**src/hw/rtl/cir_pkg.sv**
```systemverilog
// Package for the cubic interpolation resampler: parameter defaults, register
// indexes and reset values, digit size of the serial MAC, MAC request struct.
// No dependencies.
package cir_pkg;

	localparam int SAMPLE_BITS_DEF = 24;
	localparam int FRAC_BITS_DEF   = 16;
	localparam int MAX_RUN_DEF     = 64;

	// serial MAC consumes one multiplier digit of this many bits per cycle
	localparam int DIGIT_BITS = 4;

	// configuration port
	localparam int CFG_IDX_W  = 4;
	localparam int CFG_DATA_W = 20;

	localparam logic [CFG_IDX_W-1:0] REG_PHASE_INCREMENT = 4'd0;
	localparam logic [CFG_IDX_W-1:0] REG_GAIN            = 4'd1;
	localparam logic [CFG_IDX_W-1:0] REG_PAN_LEFT        = 4'd2;
	localparam logic [CFG_IDX_W-1:0] REG_STEREO_MODE     = 4'd3;

	localparam int INC_W  = 20;
	localparam int GAIN_W = 16;
	localparam int PAN_W  = 17;

	localparam logic [INC_W-1:0]  INC_RESET    = 20'd65536;
	localparam logic [GAIN_W-1:0] GAIN_RESET   = 16'd16384;
	localparam logic [PAN_W-1:0]  PAN_RESET    = 17'd32768;
	localparam logic              STEREO_RESET = 1'b1;

	localparam logic [INC_W-1:0] MIN_INCREMENT = 20'd2048;
	localparam logic [PAN_W-1:0] PAN_ONE       = 17'd65536;

	localparam int GAIN_SHIFT = 14;
	localparam int PAN_SHIFT  = 16;

	typedef struct packed {
		logic start;
		logic clear;
	} mac_req_t;

endpackage

```
**src/hw/rtl/cir_ifs.sv**
```systemverilog
// Valid/ready channel interfaces of the resampler: sample input, result output
// and configuration write. Depends on cir_pkg for the configuration widths.
interface cir_sample_if #(
	parameter int SAMPLE_BITS = 24
);
	logic                          valid;
	logic                          ready;
	logic signed [SAMPLE_BITS-1:0] sample_in;

	modport source (output valid, output sample_in, input ready);
	modport sink   (input valid, input sample_in, output ready);
endinterface

interface cir_result_if #(
	parameter int SAMPLE_BITS = 24
);
	logic                          valid;
	logic                          ready;
	logic signed [SAMPLE_BITS-1:0] left_out;
	logic signed [SAMPLE_BITS-1:0] right_out;
	logic                          last_of_run;

	modport source (output valid, output left_out, output right_out, output last_of_run,
		input ready);
	modport sink   (input valid, input left_out, input right_out, input last_of_run,
		output ready);
endinterface

interface cir_cfg_if;
	import cir_pkg::*;

	logic                  valid;
	logic                  ready;
	logic [CFG_IDX_W-1:0]  index;
	logic [CFG_DATA_W-1:0] data;

	modport source (output valid, output index, output data, input ready);
	modport sink   (input valid, input index, input data, output ready);
endinterface

```
**src/hw/rtl/cir_mac.sv**
```systemverilog
// Digit-serial multiply-accumulate: acc (+)= a * b, one DIGIT_BITS digit of b
// per cycle, LSB first, stopping once the remaining multiplier is zero.
// Depends on cir_pkg (DIGIT_BITS, mac_req_t).
module cir_mac #(
	parameter int AW = 27,
	parameter int BW = 17,
	parameter int PW = 46
) (
	input  logic                 clk,
	input  logic                 arst_n,
	input  cir_pkg::mac_req_t    req,
	input  logic signed [AW-1:0] a,
	input  logic [BW-1:0]        b,
	output logic [PW-1:0]        acc,
	output logic                 done
);
	import cir_pkg::*;

	logic [PW-1:0] a_q;
	logic [BW-1:0] b_q;
	logic [PW-1:0] acc_q;
	logic          busy_q;
	logic          done_q;
	logic [PW-1:0] digit_w;

	assign digit_w = {{(PW-DIGIT_BITS){1'b0}}, b_q[DIGIT_BITS-1:0]};

	always_ff @(posedge clk or negedge arst_n) begin
		if (!arst_n) begin
			a_q    <= '0;
			b_q    <= '0;
			acc_q  <= '0;
			busy_q <= 1'b0;
			done_q <= 1'b0;
		end else begin
			done_q <= 1'b0;
			if (req.start) begin
				a_q    <= PW'(a);
				b_q    <= b;
				busy_q <= 1'b1;
				if (req.clear) begin
					acc_q <= '0;
				end
			end else if (busy_q) begin
				if (b_q == '0) begin
					busy_q <= 1'b0;
					done_q <= 1'b1;
				end else begin
					// two's complement wraps correctly for a signed multiplicand
					acc_q <= acc_q + a_q * digit_w;
					a_q   <= a_q << DIGIT_BITS;
					b_q   <= b_q >> DIGIT_BITS;
				end
			end
		end
	end

	assign acc  = acc_q;
	assign done = done_q;

endmodule

```
**src/hw/rtl/cubic_interp_resampler_core.sv**
```systemverilog
// Cubic Lagrange interpolating resampler, top level: config registers, history,
// phase, operation sequencer, divide-by-3 unit and output register.
// Depends on cir_pkg, cir_ifs (channel interfaces) and cir_mac.
//
//   channel     dir  payload                                   handshake
//   sample_ch   in   sample_in                                 valid/ready
//   result_ch   out  left_out, right_out, last_of_run          valid/ready
//   cfg_ch      in   index, data                               valid/ready (ready = 1)
//
// An input is accepted in the idle state; each result it causes is computed on the
// shared digit-serial MAC (14 multiplies in stereo, 12 in mono) with two divide-by-3
// passes, then written to the output register before the next result restarts.
// Reset clears history, phase and registers to defaults; no clearing pass.
// A stalled result holds in the output register; the sequencer waits only when
// a second result is ready, and the next sample is taken as soon as a run ends.
module cubic_interp_resampler_core #(
	parameter int SAMPLE_BITS = cir_pkg::SAMPLE_BITS_DEF,
	parameter int FRAC_BITS   = cir_pkg::FRAC_BITS_DEF,
	parameter int MAX_RUN     = cir_pkg::MAX_RUN_DEF
) (
	input logic         clk,
	input logic         arst_n,
	cir_sample_if.sink  sample_ch,
	cir_result_if.source result_ch,
	cir_cfg_if.sink     cfg_ch
);
	import cir_pkg::*;

	localparam int F     = FRAC_BITS;
	localparam int SB    = SAMPLE_BITS;
	localparam int PH_W  = F + 6;
	localparam int WW    = F + 1;
	localparam int VW    = SB + 2;
	localparam int GW    = SB + 4;
	localparam int AW    = (F + 3 > SB + 4) ? F + 3 : SB + 4;
	localparam int BW    = (F + 1 > PAN_W) ? F + 1 : PAN_W;
	localparam int PW_A  = (2 * F + 4 > SB + F + 4) ? 2 * F + 4 : SB + F + 4;
	localparam int PW    = (PW_A > SB + 22) ? PW_A : SB + 22;
	localparam int ZW    = F + 1;
	localparam int DIV_DIGITS = (ZW + 1) / 2;
	localparam int DZW   = 2 * DIV_DIGITS;
	localparam int DCNT_W = $clog2(DIV_DIGITS);
	localparam int RUN_W = $clog2(MAX_RUN + 1);

	localparam logic [PH_W-1:0] ONE_PH = {{(PH_W-F-1){1'b0}}, 1'b1, {F{1'b0}}};

	localparam logic [2:0] S_IDLE  = 3'd0;
	localparam logic [2:0] S_START = 3'd1;
	localparam logic [2:0] S_RUN   = 3'd2;
	localparam logic [2:0] S_DIV   = 3'd3;
	localparam logic [2:0] S_OUT   = 3'd4;

	localparam logic [3:0] OP_TQ   = 4'd0;
	localparam logic [3:0] OP_SQ   = 4'd1;
	localparam logic [3:0] OP_ST   = 4'd2;
	localparam logic [3:0] OP_WM2  = 4'd3;
	localparam logic [3:0] OP_WM1  = 4'd4;
	localparam logic [3:0] OP_WP1  = 4'd5;
	localparam logic [3:0] OP_WP2  = 4'd6;
	localparam logic [3:0] OP_H3   = 4'd7;
	localparam logic [3:0] OP_H2   = 4'd8;
	localparam logic [3:0] OP_H1   = 4'd9;
	localparam logic [3:0] OP_H0   = 4'd10;
	localparam logic [3:0] OP_GAIN = 4'd11;
	localparam logic [3:0] OP_PANL = 4'd12;
	localparam logic [3:0] OP_PANR = 4'd13;

	function automatic logic [SB-1:0] sat(input logic signed [PW-1:0] x);
		logic signed [PW-1:0] hi;
		logic signed [PW-1:0] lo;
		hi = {{(PW-SB+1){1'b0}}, {(SB-1){1'b1}}};
		lo = ~hi;
		if (x > hi) begin
			return hi[SB-1:0];
		end else if (x < lo) begin
			return lo[SB-1:0];
		end
		return x[SB-1:0];
	endfunction

	// configuration
	logic [INC_W-1:0]  inc_q;
	logic [GAIN_W-1:0] gain_q;
	logic [PAN_W-1:0]  pan_q;
	logic              stereo_q;

	// sequencer and state
	logic [2:0]           state_q;
	logic [3:0]           op_q;
	logic [PH_W-1:0]      phase_q;
	logic [RUN_W-1:0]     n_q;
	logic signed [SB-1:0] hist_q [4];

	// intermediate products
	logic [WW-1:0]        tq_q, sq_q, st_q;
	logic [WW-1:0]        wm2_q, wm1_q, wp1_q, wp2_q;
	logic signed [GW-1:0] g_q;
	logic [SB-1:0]        left_q, right_q;

	// divide-by-3 unit
	logic [DZW-1:0]    div_z_q;
	logic [DZW-1:0]    div_quo_q;
	logic [1:0]        div_rem_q;
	logic [DCNT_W-1:0] div_cnt_q;

	// MAC request
	mac_req_t             mac_req_q;
	logic signed [AW-1:0] mac_a_q;
	logic [BW-1:0]        mac_b_q;
	logic [PW-1:0]        mac_acc;
	logic                 mac_done;

	// output register
	logic          out_valid_q;
	logic [SB-1:0] out_left_q, out_right_q;
	logic          out_last_q;

	cir_mac #(
		.AW(AW),
		.BW(BW),
		.PW(PW)
	) u_mac (
		.clk   (clk),
		.arst_n(arst_n),
		.req   (mac_req_q),
		.a     (mac_a_q),
		.b     (mac_b_q),
		.acc   (mac_acc),
		.done  (mac_done)
	);

	// operand and phase arithmetic
	logic [INC_W-1:0]     inc_c;
	logic [F+19:0]        inc_wide;
	logic [PH_W-1:0]      inc_f;
	logic [PAN_W-1:0]     pan_c, pan_r;
	logic [PH_W-1:0]      ph_under, ph_next;
	logic [RUN_W-1:0]     n_next;
	logic                 last_w;
	logic [F-1:0]         t_w;
	logic [F:0]           q_w, s_w;
	logic [F+1:0]         r_w;
	logic [PW-1:0]        rnd_f, rnd_w, rnd_z, rnd_g, rnd_p;
	logic signed [VW-1:0] v_w;
	logic signed [GW-1:0] g_w;
	logic [3:0]           div_val;
	logic [1:0]           div_dig;
	logic [1:0]           div_rem_nxt;
	logic [DZW-1:0]       div_quo_nxt;

	always_comb begin
		inc_c    = (inc_q < MIN_INCREMENT) ? MIN_INCREMENT : inc_q;
		inc_wide = {{F{1'b0}}, inc_c} << F;
		inc_f    = PH_W'(inc_wide[F+19:16]);
		pan_c    = (pan_q > PAN_ONE) ? PAN_ONE : pan_q;
		pan_r    = PAN_ONE - pan_c;
		ph_under = (phase_q >= ONE_PH) ? phase_q - ONE_PH : '0;
		ph_next  = phase_q + inc_f;
		n_next   = n_q + RUN_W'(1);
		last_w   = !((ph_next < ONE_PH) && (n_next < RUN_W'(MAX_RUN)));

		// while a run is active the phase is below one, so its low bits are t
		t_w = phase_q[F-1:0];
		q_w = {1'b1, {F{1'b0}}} - {1'b0, t_w};
		r_w = {2'b10, {F{1'b0}}} - {2'b00, t_w};
		s_w = {1'b1, t_w};

		rnd_f = mac_acc + (PW'(1) << (F - 1));
		rnd_w = mac_acc + (PW'(1) << F);
		rnd_z = mac_acc + (PW'(3) << F);
		rnd_g = mac_acc + (PW'(1) << (GAIN_SHIFT - 1));
		rnd_p = mac_acc + (PW'(1) << (PAN_SHIFT - 1));
		v_w   = VW'(signed'(rnd_f) >>> F);
		g_w   = GW'(signed'(rnd_g) >>> GAIN_SHIFT);

		// radix-4 long division by 3, MSB digit first
		div_val = {div_rem_q, div_z_q[DZW-1 -: 2]};
		if (div_val >= 4'd9) begin
			div_dig = 2'd3;
		end else if (div_val >= 4'd6) begin
			div_dig = 2'd2;
		end else if (div_val >= 4'd3) begin
			div_dig = 2'd1;
		end else begin
			div_dig = 2'd0;
		end
		div_rem_nxt = 2'(div_val - 4'(div_dig) * 4'd3);
		div_quo_nxt = {div_quo_q[DZW-3:0], div_dig};
	end

	always_ff @(posedge clk or negedge arst_n) begin
		if (!arst_n) begin
			inc_q       <= INC_RESET;
			gain_q      <= GAIN_RESET;
			pan_q       <= PAN_RESET;
			stereo_q    <= STEREO_RESET;
			state_q     <= S_IDLE;
			op_q        <= OP_TQ;
			phase_q     <= '0;
			n_q         <= '0;
			for (int i = 0; i < 4; i++) begin
				hist_q[i] <= '0;
			end
			tq_q        <= '0;
			sq_q        <= '0;
			st_q        <= '0;
			wm2_q       <= '0;
			wm1_q       <= '0;
			wp1_q       <= '0;
			wp2_q       <= '0;
			g_q         <= '0;
			left_q      <= '0;
			right_q     <= '0;
			div_z_q     <= '0;
			div_quo_q   <= '0;
			div_rem_q   <= '0;
			div_cnt_q   <= '0;
			mac_req_q   <= '0;
			mac_a_q     <= '0;
			mac_b_q     <= '0;
			out_valid_q <= 1'b0;
			out_left_q  <= '0;
			out_right_q <= '0;
			out_last_q  <= 1'b0;
		end else begin
			mac_req_q <= '0;
			if (out_valid_q && result_ch.ready) begin
				out_valid_q <= 1'b0;
			end

			if (cfg_ch.valid) begin
				case (cfg_ch.index)
					REG_PHASE_INCREMENT: inc_q <= cfg_ch.data[INC_W-1:0];
					REG_GAIN: gain_q <= cfg_ch.data[GAIN_W-1:0];
					REG_PAN_LEFT: pan_q <= cfg_ch.data[PAN_W-1:0];
					REG_STEREO_MODE: stereo_q <= cfg_ch.data[0];
					default: ;
				endcase
			end

			case (state_q)
				S_IDLE: begin
					if (sample_ch.valid) begin
						hist_q[3] <= hist_q[2];
						hist_q[2] <= hist_q[1];
						hist_q[1] <= hist_q[0];
						hist_q[0] <= sample_ch.sample_in;
						phase_q   <= ph_under;
						n_q       <= '0;
						state_q   <= (ph_under < ONE_PH) ? S_START : S_IDLE;
					end
				end
				S_START: begin
					mac_req_q <= '{start: 1'b1, clear: 1'b1};
					mac_a_q   <= AW'(t_w);
					mac_b_q   <= BW'(q_w);
					op_q      <= OP_TQ;
					state_q   <= S_RUN;
				end
				S_RUN: begin
					if (mac_done) begin
						case (op_q)
							OP_TQ: begin
								tq_q      <= WW'(rnd_f >> F);
								mac_req_q <= '{start: 1'b1, clear: 1'b1};
								mac_a_q   <= AW'(s_w);
								mac_b_q   <= BW'(q_w);
								op_q      <= OP_SQ;
							end
							OP_SQ: begin
								sq_q      <= WW'(rnd_f >> F);
								mac_req_q <= '{start: 1'b1, clear: 1'b1};
								mac_a_q   <= AW'(s_w);
								mac_b_q   <= BW'(t_w);
								op_q      <= OP_ST;
							end
							OP_ST: begin
								st_q      <= WW'(rnd_f >> F);
								mac_req_q <= '{start: 1'b1, clear: 1'b1};
								mac_a_q   <= AW'(r_w);
								mac_b_q   <= BW'(tq_q);
								op_q      <= OP_WM2;
							end
							OP_WM2, OP_WP2: begin
								// (p + 3S) / 6S = ((p + 3S) >> (F+1)) / 3
								div_z_q   <= DZW'(rnd_z >> (F + 1));
								div_quo_q <= '0;
								div_rem_q <= '0;
								div_cnt_q <= '0;
								state_q   <= S_DIV;
							end
							OP_WM1: begin
								wm1_q     <= WW'(rnd_w >> (F + 1));
								mac_req_q <= '{start: 1'b1, clear: 1'b1};
								mac_a_q   <= AW'(r_w);
								mac_b_q   <= BW'(st_q);
								op_q      <= OP_WP1;
							end
							OP_WP1: begin
								wp1_q     <= WW'(rnd_w >> (F + 1));
								mac_req_q <= '{start: 1'b1, clear: 1'b1};
								mac_a_q   <= AW'(q_w);
								mac_b_q   <= BW'(st_q);
								op_q      <= OP_WP2;
							end
							OP_H3: begin
								mac_req_q <= '{start: 1'b1, clear: 1'b0};
								mac_a_q   <= AW'(hist_q[1]);
								mac_b_q   <= BW'(wp1_q);
								op_q      <= OP_H1;
							end
							OP_H1: begin
								mac_req_q <= '{start: 1'b1, clear: 1'b0};
								mac_a_q   <= AW'(hist_q[2]);
								mac_b_q   <= BW'(wm1_q);
								op_q      <= OP_H2;
							end
							OP_H2: begin
								mac_req_q <= '{start: 1'b1, clear: 1'b0};
								mac_a_q   <= -AW'(hist_q[0]);
								mac_b_q   <= BW'(wp2_q);
								op_q      <= OP_H0;
							end
							OP_H0: begin
								mac_req_q <= '{start: 1'b1, clear: 1'b1};
								mac_a_q   <= AW'(v_w);
								mac_b_q   <= BW'(gain_q);
								op_q      <= OP_GAIN;
							end
							OP_GAIN: begin
								g_q <= g_w;
								if (stereo_q) begin
									mac_req_q <= '{start: 1'b1, clear: 1'b1};
									mac_a_q   <= AW'(g_w);
									mac_b_q   <= BW'(pan_c);
									op_q      <= OP_PANL;
								end else begin
									left_q  <= sat(PW'(g_w));
									right_q <= '0;
									state_q <= S_OUT;
								end
							end
							OP_PANL: begin
								left_q    <= sat(signed'(rnd_p) >>> PAN_SHIFT);
								mac_req_q <= '{start: 1'b1, clear: 1'b1};
								mac_a_q   <= AW'(g_q);
								mac_b_q   <= BW'(pan_r);
								op_q      <= OP_PANR;
							end
							OP_PANR: begin
								right_q <= sat(signed'(rnd_p) >>> PAN_SHIFT);
								state_q <= S_OUT;
							end
							default: state_q <= S_IDLE;
						endcase
					end
				end
				S_DIV: begin
					div_z_q   <= div_z_q << 2;
					div_rem_q <= div_rem_nxt;
					div_quo_q <= div_quo_nxt;
					div_cnt_q <= div_cnt_q + DCNT_W'(1);
					if (div_cnt_q == DCNT_W'(DIV_DIGITS - 1)) begin
						mac_req_q <= '{start: 1'b1, clear: 1'b1};
						state_q   <= S_RUN;
						if (op_q == OP_WM2) begin
							wm2_q   <= WW'(div_quo_nxt);
							mac_a_q <= AW'(r_w);
							mac_b_q <= BW'(sq_q);
							op_q    <= OP_WM1;
						end else begin
							// negative outer weights: negate the sample instead
							wp2_q   <= WW'(div_quo_nxt);
							mac_a_q <= -AW'(hist_q[3]);
							mac_b_q <= BW'(wm2_q);
							op_q    <= OP_H3;
						end
					end
				end
				S_OUT: begin
					if (!out_valid_q || result_ch.ready) begin
						out_valid_q <= 1'b1;
						out_left_q  <= left_q;
						out_right_q <= right_q;
						out_last_q  <= last_w;
						phase_q     <= ph_next;
						n_q         <= n_next;
						state_q     <= last_w ? S_IDLE : S_START;
					end
				end
				default: state_q <= S_IDLE;
			endcase
		end
	end

	assign sample_ch.ready       = (state_q == S_IDLE);
	assign cfg_ch.ready          = 1'b1;
	assign result_ch.valid       = out_valid_q;
	assign result_ch.left_out    = out_left_q;
	assign result_ch.right_out   = out_right_q;
	assign result_ch.last_of_run = out_last_q;

	a_run_cap: assert property (@(posedge clk) disable iff (!arst_n)
		n_q <= RUN_W'(MAX_RUN))
		else $error("run counter beyond cap");

	a_mac_done_in_run: assert property (@(posedge clk) disable iff (!arst_n)
		mac_done |-> state_q == S_RUN)
		else $error("MAC finished outside the run state");

	a_phase_in_run: assert property (@(posedge clk) disable iff (!arst_n)
		(state_q == S_START || state_q == S_RUN || state_q == S_DIV) |-> phase_q < ONE_PH)
		else $error("interpolating with phase at or above one");

	a_div_op: assert property (@(posedge clk) disable iff (!arst_n)
		state_q == S_DIV |-> (op_q == OP_WM2 || op_q == OP_WP2))
		else $error("divider started by a wrong operation");

endmodule

```
**src/flat_wrapper.sv**
```systemverilog
// flat-port wrapper written by rule: the top's interface ports become plain ports
module cubic_interp_resampler_core_flat import cir_pkg::*;
#(
	parameter int SAMPLE_BITS = cir_pkg::SAMPLE_BITS_DEF,
	parameter int FRAC_BITS   = cir_pkg::FRAC_BITS_DEF,
	parameter int MAX_RUN     = cir_pkg::MAX_RUN_DEF
)
  (clk, arst_n, sample_ch_valid, sample_ch_sample_in, sample_ch_ready, result_ch_valid, result_ch_left_out, result_ch_right_out, result_ch_last_of_run, result_ch_ready, cfg_ch_valid, cfg_ch_index, cfg_ch_data, cfg_ch_ready);
  cir_sample_if #(.SAMPLE_BITS(SAMPLE_BITS)) sample_ch_i ();
  cir_result_if #(.SAMPLE_BITS(SAMPLE_BITS)) result_ch_i ();
  cir_cfg_if cfg_ch_i ();
  input logic clk;
  input logic arst_n;
  input wire logic [$bits(sample_ch_i.valid)-1:0] sample_ch_valid;
  input wire logic [$bits(sample_ch_i.sample_in)-1:0] sample_ch_sample_in;
  output wire logic [$bits(sample_ch_i.ready)-1:0] sample_ch_ready;
  output wire logic [$bits(result_ch_i.valid)-1:0] result_ch_valid;
  output wire logic [$bits(result_ch_i.left_out)-1:0] result_ch_left_out;
  output wire logic [$bits(result_ch_i.right_out)-1:0] result_ch_right_out;
  output wire logic [$bits(result_ch_i.last_of_run)-1:0] result_ch_last_of_run;
  input wire logic [$bits(result_ch_i.ready)-1:0] result_ch_ready;
  input wire logic [$bits(cfg_ch_i.valid)-1:0] cfg_ch_valid;
  input wire logic [$bits(cfg_ch_i.index)-1:0] cfg_ch_index;
  input wire logic [$bits(cfg_ch_i.data)-1:0] cfg_ch_data;
  output wire logic [$bits(cfg_ch_i.ready)-1:0] cfg_ch_ready;
  assign sample_ch_i.valid = sample_ch_valid;
  assign sample_ch_i.sample_in = sample_ch_sample_in;
  assign sample_ch_ready = sample_ch_i.ready;
  assign result_ch_valid = result_ch_i.valid;
  assign result_ch_left_out = result_ch_i.left_out;
  assign result_ch_right_out = result_ch_i.right_out;
  assign result_ch_last_of_run = result_ch_i.last_of_run;
  assign result_ch_i.ready = result_ch_ready;
  assign cfg_ch_i.valid = cfg_ch_valid;
  assign cfg_ch_i.index = cfg_ch_index;
  assign cfg_ch_i.data = cfg_ch_data;
  assign cfg_ch_ready = cfg_ch_i.ready;
  cubic_interp_resampler_core #(.SAMPLE_BITS(SAMPLE_BITS), .FRAC_BITS(FRAC_BITS), .MAX_RUN(MAX_RUN)) u_core (.clk(clk), .arst_n(arst_n), .sample_ch(sample_ch_i), .result_ch(result_ch_i), .cfg_ch(cfg_ch_i));
endmodule
```
**config.mk**
```make
export PLATFORM = sky130hd
export DESIGN_NAME = cubic_interp_resampler_core_flat
export DESIGN_NICKNAME = d
export VERILOG_FILES = /design/src/hw/rtl/cir_pkg.sv /design/src/hw/rtl/cir_ifs.sv /design/src/hw/rtl/cir_mac.sv /design/src/hw/rtl/cubic_interp_resampler_core.sv /design/src/flat_wrapper.sv
export SDC_FILE = /design/constraint.sdc
export NUM_CORES = 2
export LEC_CHECK = 0
export BUFFER_PORTS_ARGS = -buffer_cell sky130_fd_sc_hd__buf_2
export CAP_MARGIN = 15
export CORE_ASPECT_RATIO = 1.4
export CORE_MARGIN = 4
export CORE_UTILIZATION = 34
export DETAILED_ROUTE_END_ITERATION = 16
export MAX_ROUTING_LAYER = met4
export PLACE_DENSITY = 0.49
export SLEW_MARGIN = 20
export SYNTH_ARGS = -nofsm -noshare
export SYNTH_HDL_FRONTEND = slang
export SYNTH_SLANG_ARGS = --single-unit
```
**constraint.sdc**
```tcl
create_clock -name clk -period 9.6 [get_ports clk]
set_input_delay 1.92 -clock clk [delete_from_list [all_inputs] [get_ports clk]]
set_output_delay 1.92 -clock clk [all_outputs]
set_load 0.05 [all_outputs]
```
==> metrics.txt <==
Post-Syn Nets between 4000 and 5000; WL/cell between 20 and 30 um; Lkg Pwr around 20 nW; Worst-path clk slew around 0.060 ns; Place WS 3.61 ns; Root Driver clkbuf_16; Synth area leaders dfrtp_1 (41%), nand2_1 (8.9%), fa_1 (6.7%), o21ai_0 (4.0%), mux2_2 (2.9%); Critical Path, Cell by Cell buf_4 -> and2_1 -> fa_1 -> fa_1 -> inv_1 -> fa_1 -> inv_1 -> ha_1 -> nand4_1 -> nor3_1 -> nand2_1 -> o2111ai_1 -> nor2_1 -> o311a_1 -> or4_1 -> a31o_1 -> a32o_1; fin nets 4576; total number of vias ~32000; maxcap violations 0; RePlAce Congestion between 0.9 and 1; Netlist cell types 89; Syn Inst Count 4314; dpl hpwl around 110000 um; Die Ht roughly 410 um; DIE WIDTH between 200 and 300 um; crit path max-delay cell type dfrtp_1; clk sinks between 600 and 700; Area growth, synth to finish 12.5%; final wirelength around 150000 um; Initial Util approximately a third; number of global-route vias before repair around 33000; commonest non-fill, non-tap cell in the layout nand2_1; headroom to the max-slew limit between 10% and 20%; WP buf/inv 3; most frequent cells in the layout nand2_1 (907), dfrtp_1 (622), o21ai_0 (307); area of the core 0.112 sq mm; Synth warnings 0; Worst path top cell family by delay adder cells; Bufs on Longest Clock Path 3; Worst-Margin Slew ~1.2 ns; first-pass GRT wire length between 200000 and 250000 um; total power draw 6.57 mW; Post-CTS Setup Repair Bufs 0; status complete, no violations; DRC errors left 0; crit-path max FO 26; Seq cells post-synth ~630; Slew Viols, Final 0; VDD IR max roughly 130 uV; EDFF count, synth 0; antenna violations before repair 2; final hold vios 0; die area roughly 0.12 sq mm; DRT antenna net count 0; post-route setup slack approximately 3.6 ns; GR Util All Layers between 20% and 30%; H-tree depth 3; Worst Skew approximately 0.03 ns; critical path arrival 6.52 ns; Final Cycle Share about 62%; Worst Path Required approximately 10 ns; largest net degree at the start of global routing 154; syn avg cell area approximately 8.9 sq um; total CTS buffers 74; commonest register cell after synthesis dfrtp_1; drt pass-1 iters 6; IO Pins 105; GR Overflow Total 0; # port buffers 103; drt initial violations 2410; ys async rst share 100%; FP Rows roughly 150; max incr delay on CP approximately 0.8 ns; RSZ-0062 raised after global routing no; critical path endpoint category flop; final setup vio count 0; area share of the largest cell type after synthesis ~40%; CTS tree built; DR vias/cell about 5.5; type of the worst setup path reg -> reg; Critical Path Most Common Cell fa_1; hold_buf cts 0; synthesized area about 0.038 sq mm; hold crit path type reg -> reg; largest area contributor in the netlist dfrtp_1; clock latency at the later pin of the worst-skew pair roughly 0.68 ns; post-synthesis sequential area ratio around two fifths; crit path time final 5.97 ns; Sum Neg Setup Slack 0 ns; FMAX approximately 170 MHz; Worst setup SP type flop; cts repair resizes 0; total power divided by cell area approximately 150 mW/mm^2; layout cells sized above 1 between 10% and 20%
-- through the flow --
stage	cell area, sq um	hold slack (ns)	std cells	util (%)
2_1_floorplan	38500	0.438	4314	-
3_3_place_gp	40700	0.453	5703	36.4
3_5_place_dp	40700	0.459	5703	36.4
4_1_cts	43300	0.473	5836	38.7
5_1_grt	43300	0.492	5837	38.7
6_report	43300	0.466	5840	38.7
-- flip-flops by register name, indices dropped and copies added (netlist names), 17 cells and up --
register and flops:
u_core.g_q 28, u_core.wm1_q 17, u_core.tq_q 17, u_core.mac_a_q 28
u_core.wm2_q 17, u_core.sq_q 17, u_core.phase_q 22, u_core.wp2_q 17
u_core.result_ch.left_out 24, u_core.mac_b_q 17, u_core.u_mac.acc 46, u_core.result_ch.right_out 24
u_core.wp1_q 17, u_core.hist_q 96, u_core.u_mac.a_q 46, u_core.u_mac.b_q 17
u_core.right_q 24, u_core.pan_q 17, u_core.left_q 24, u_core.st_q 17
u_core.div_z_q 18, u_core.inc_q 20
-- logic make-up after synthesis --
logic type / after synthesis / share of synthesized area (%)
compound gates: 986 / 16.8
simple gates: 1626 / 19.1
buf+inv: 513 / 5.18
mux: 143 / 4.04
other cells: 1 / 0.00974
fa+ha+maj: 214 / 9.47
xor+xnor: 203 / 4.62
flops: 628 / 40.8
-- cells in the mapped netlist (20+ instances only) --
| cell type | number |
|---|---|
| nand3_1 | 84 |
| buf_2 | 35 |
| nor4_1 | 24 |
| a22o_1 | 46 |
| o21ai_0 | 307 |
| and2_1 | 150 |
| xor2_1 | 77 |
| ha_1 | 85 |
| o22ai_1 | 21 |
| a221o_1 | 29 |
| mux2_2 | 100 |
| a221oi_1 | 22 |
| a222oi_1 | 24 |
| nor2_1 | 205 |
| nand2b_1 | 36 |
| a211oi_1 | 20 |
| a21o_1 | 69 |
| inv_1 | 235 |
| fa_1 | 129 |
| dfrtp_1 | 624 |
| nand4_1 | 40 |
| a21oi_1 | 207 |
| a22oi_1 | 59 |
| nand2_1 | 909 |
| nor2b_1 | 21 |
| or3_1 | 21 |
| xnor2_1 | 126 |
| mux2i_1 | 43 |
| nor3_1 | 62 |
| clkbuf_1 | 214 |
-- report_power, final --
part / internal (mW) / leakage [nW] / switching (mW) / total (mW)
combinational: 0.243 / 10.3 / 0.372 / 0.615
clock: 1.77 / 1.23 / 1.24 / 3.01
sequential: 2.78 / 8.52 / 0.163 / 2.94
total: 4.79 / 20.1 / 1.78 / 6.57
-- area by class of cell --
cell class	count	area [sq um]
fillers	11500	68700
inverters	237	890
clock buffers	107	2170
multi-input cells	3173	21100
flip-flops and latches	628	15700
diodes	4	10.0
repair buffers	195	1240
clock inverters	26	357
well taps	1470	1840
-- metal layers --
metal  share of wire, %  global-route usage [%]  vias to the layer above
met5                  0                       -                        -
met4                7.5                    15.8                        0
met3                4.3                    3.08                      355
met2                 50                    44.3                      862
met1                 38                    28.3                    16200
li1                   -                       -                    14800
-- final timing paths --
kind                                                from  slack [ns]                            end  cells past startpoint
max                                  u_core.u_mac.b_q[2]        3.63           u_core.u_mac.acc[44]                     17
min                        u_core.result_ch.left_out[20]        0.47  u_core.result_ch.left_out[20]                      2
max reg2reg                          u_core.u_mac.b_q[2]        3.63           u_core.u_mac.acc[44]                     17
min reg2reg                u_core.result_ch.left_out[20]        0.47  u_core.result_ch.left_out[20]                      2
max in group asynchronous                         arst_n        6.82                u_core.inc_q[2]                      2
min in group asynchronous                         arst_n        1.25           u_core.u_mac.acc[11]                      1
-- worst reg2reg max path: cells and delay by family, from the launching register on --
kind            cells  cell delay (ns)
fa+ha+maj           4             1.92
simple gates        6             1.49
compound gates      4             1.16
flops               1             0.79
buf+inv             3             0.50
(Power assumes the default switching activity.)
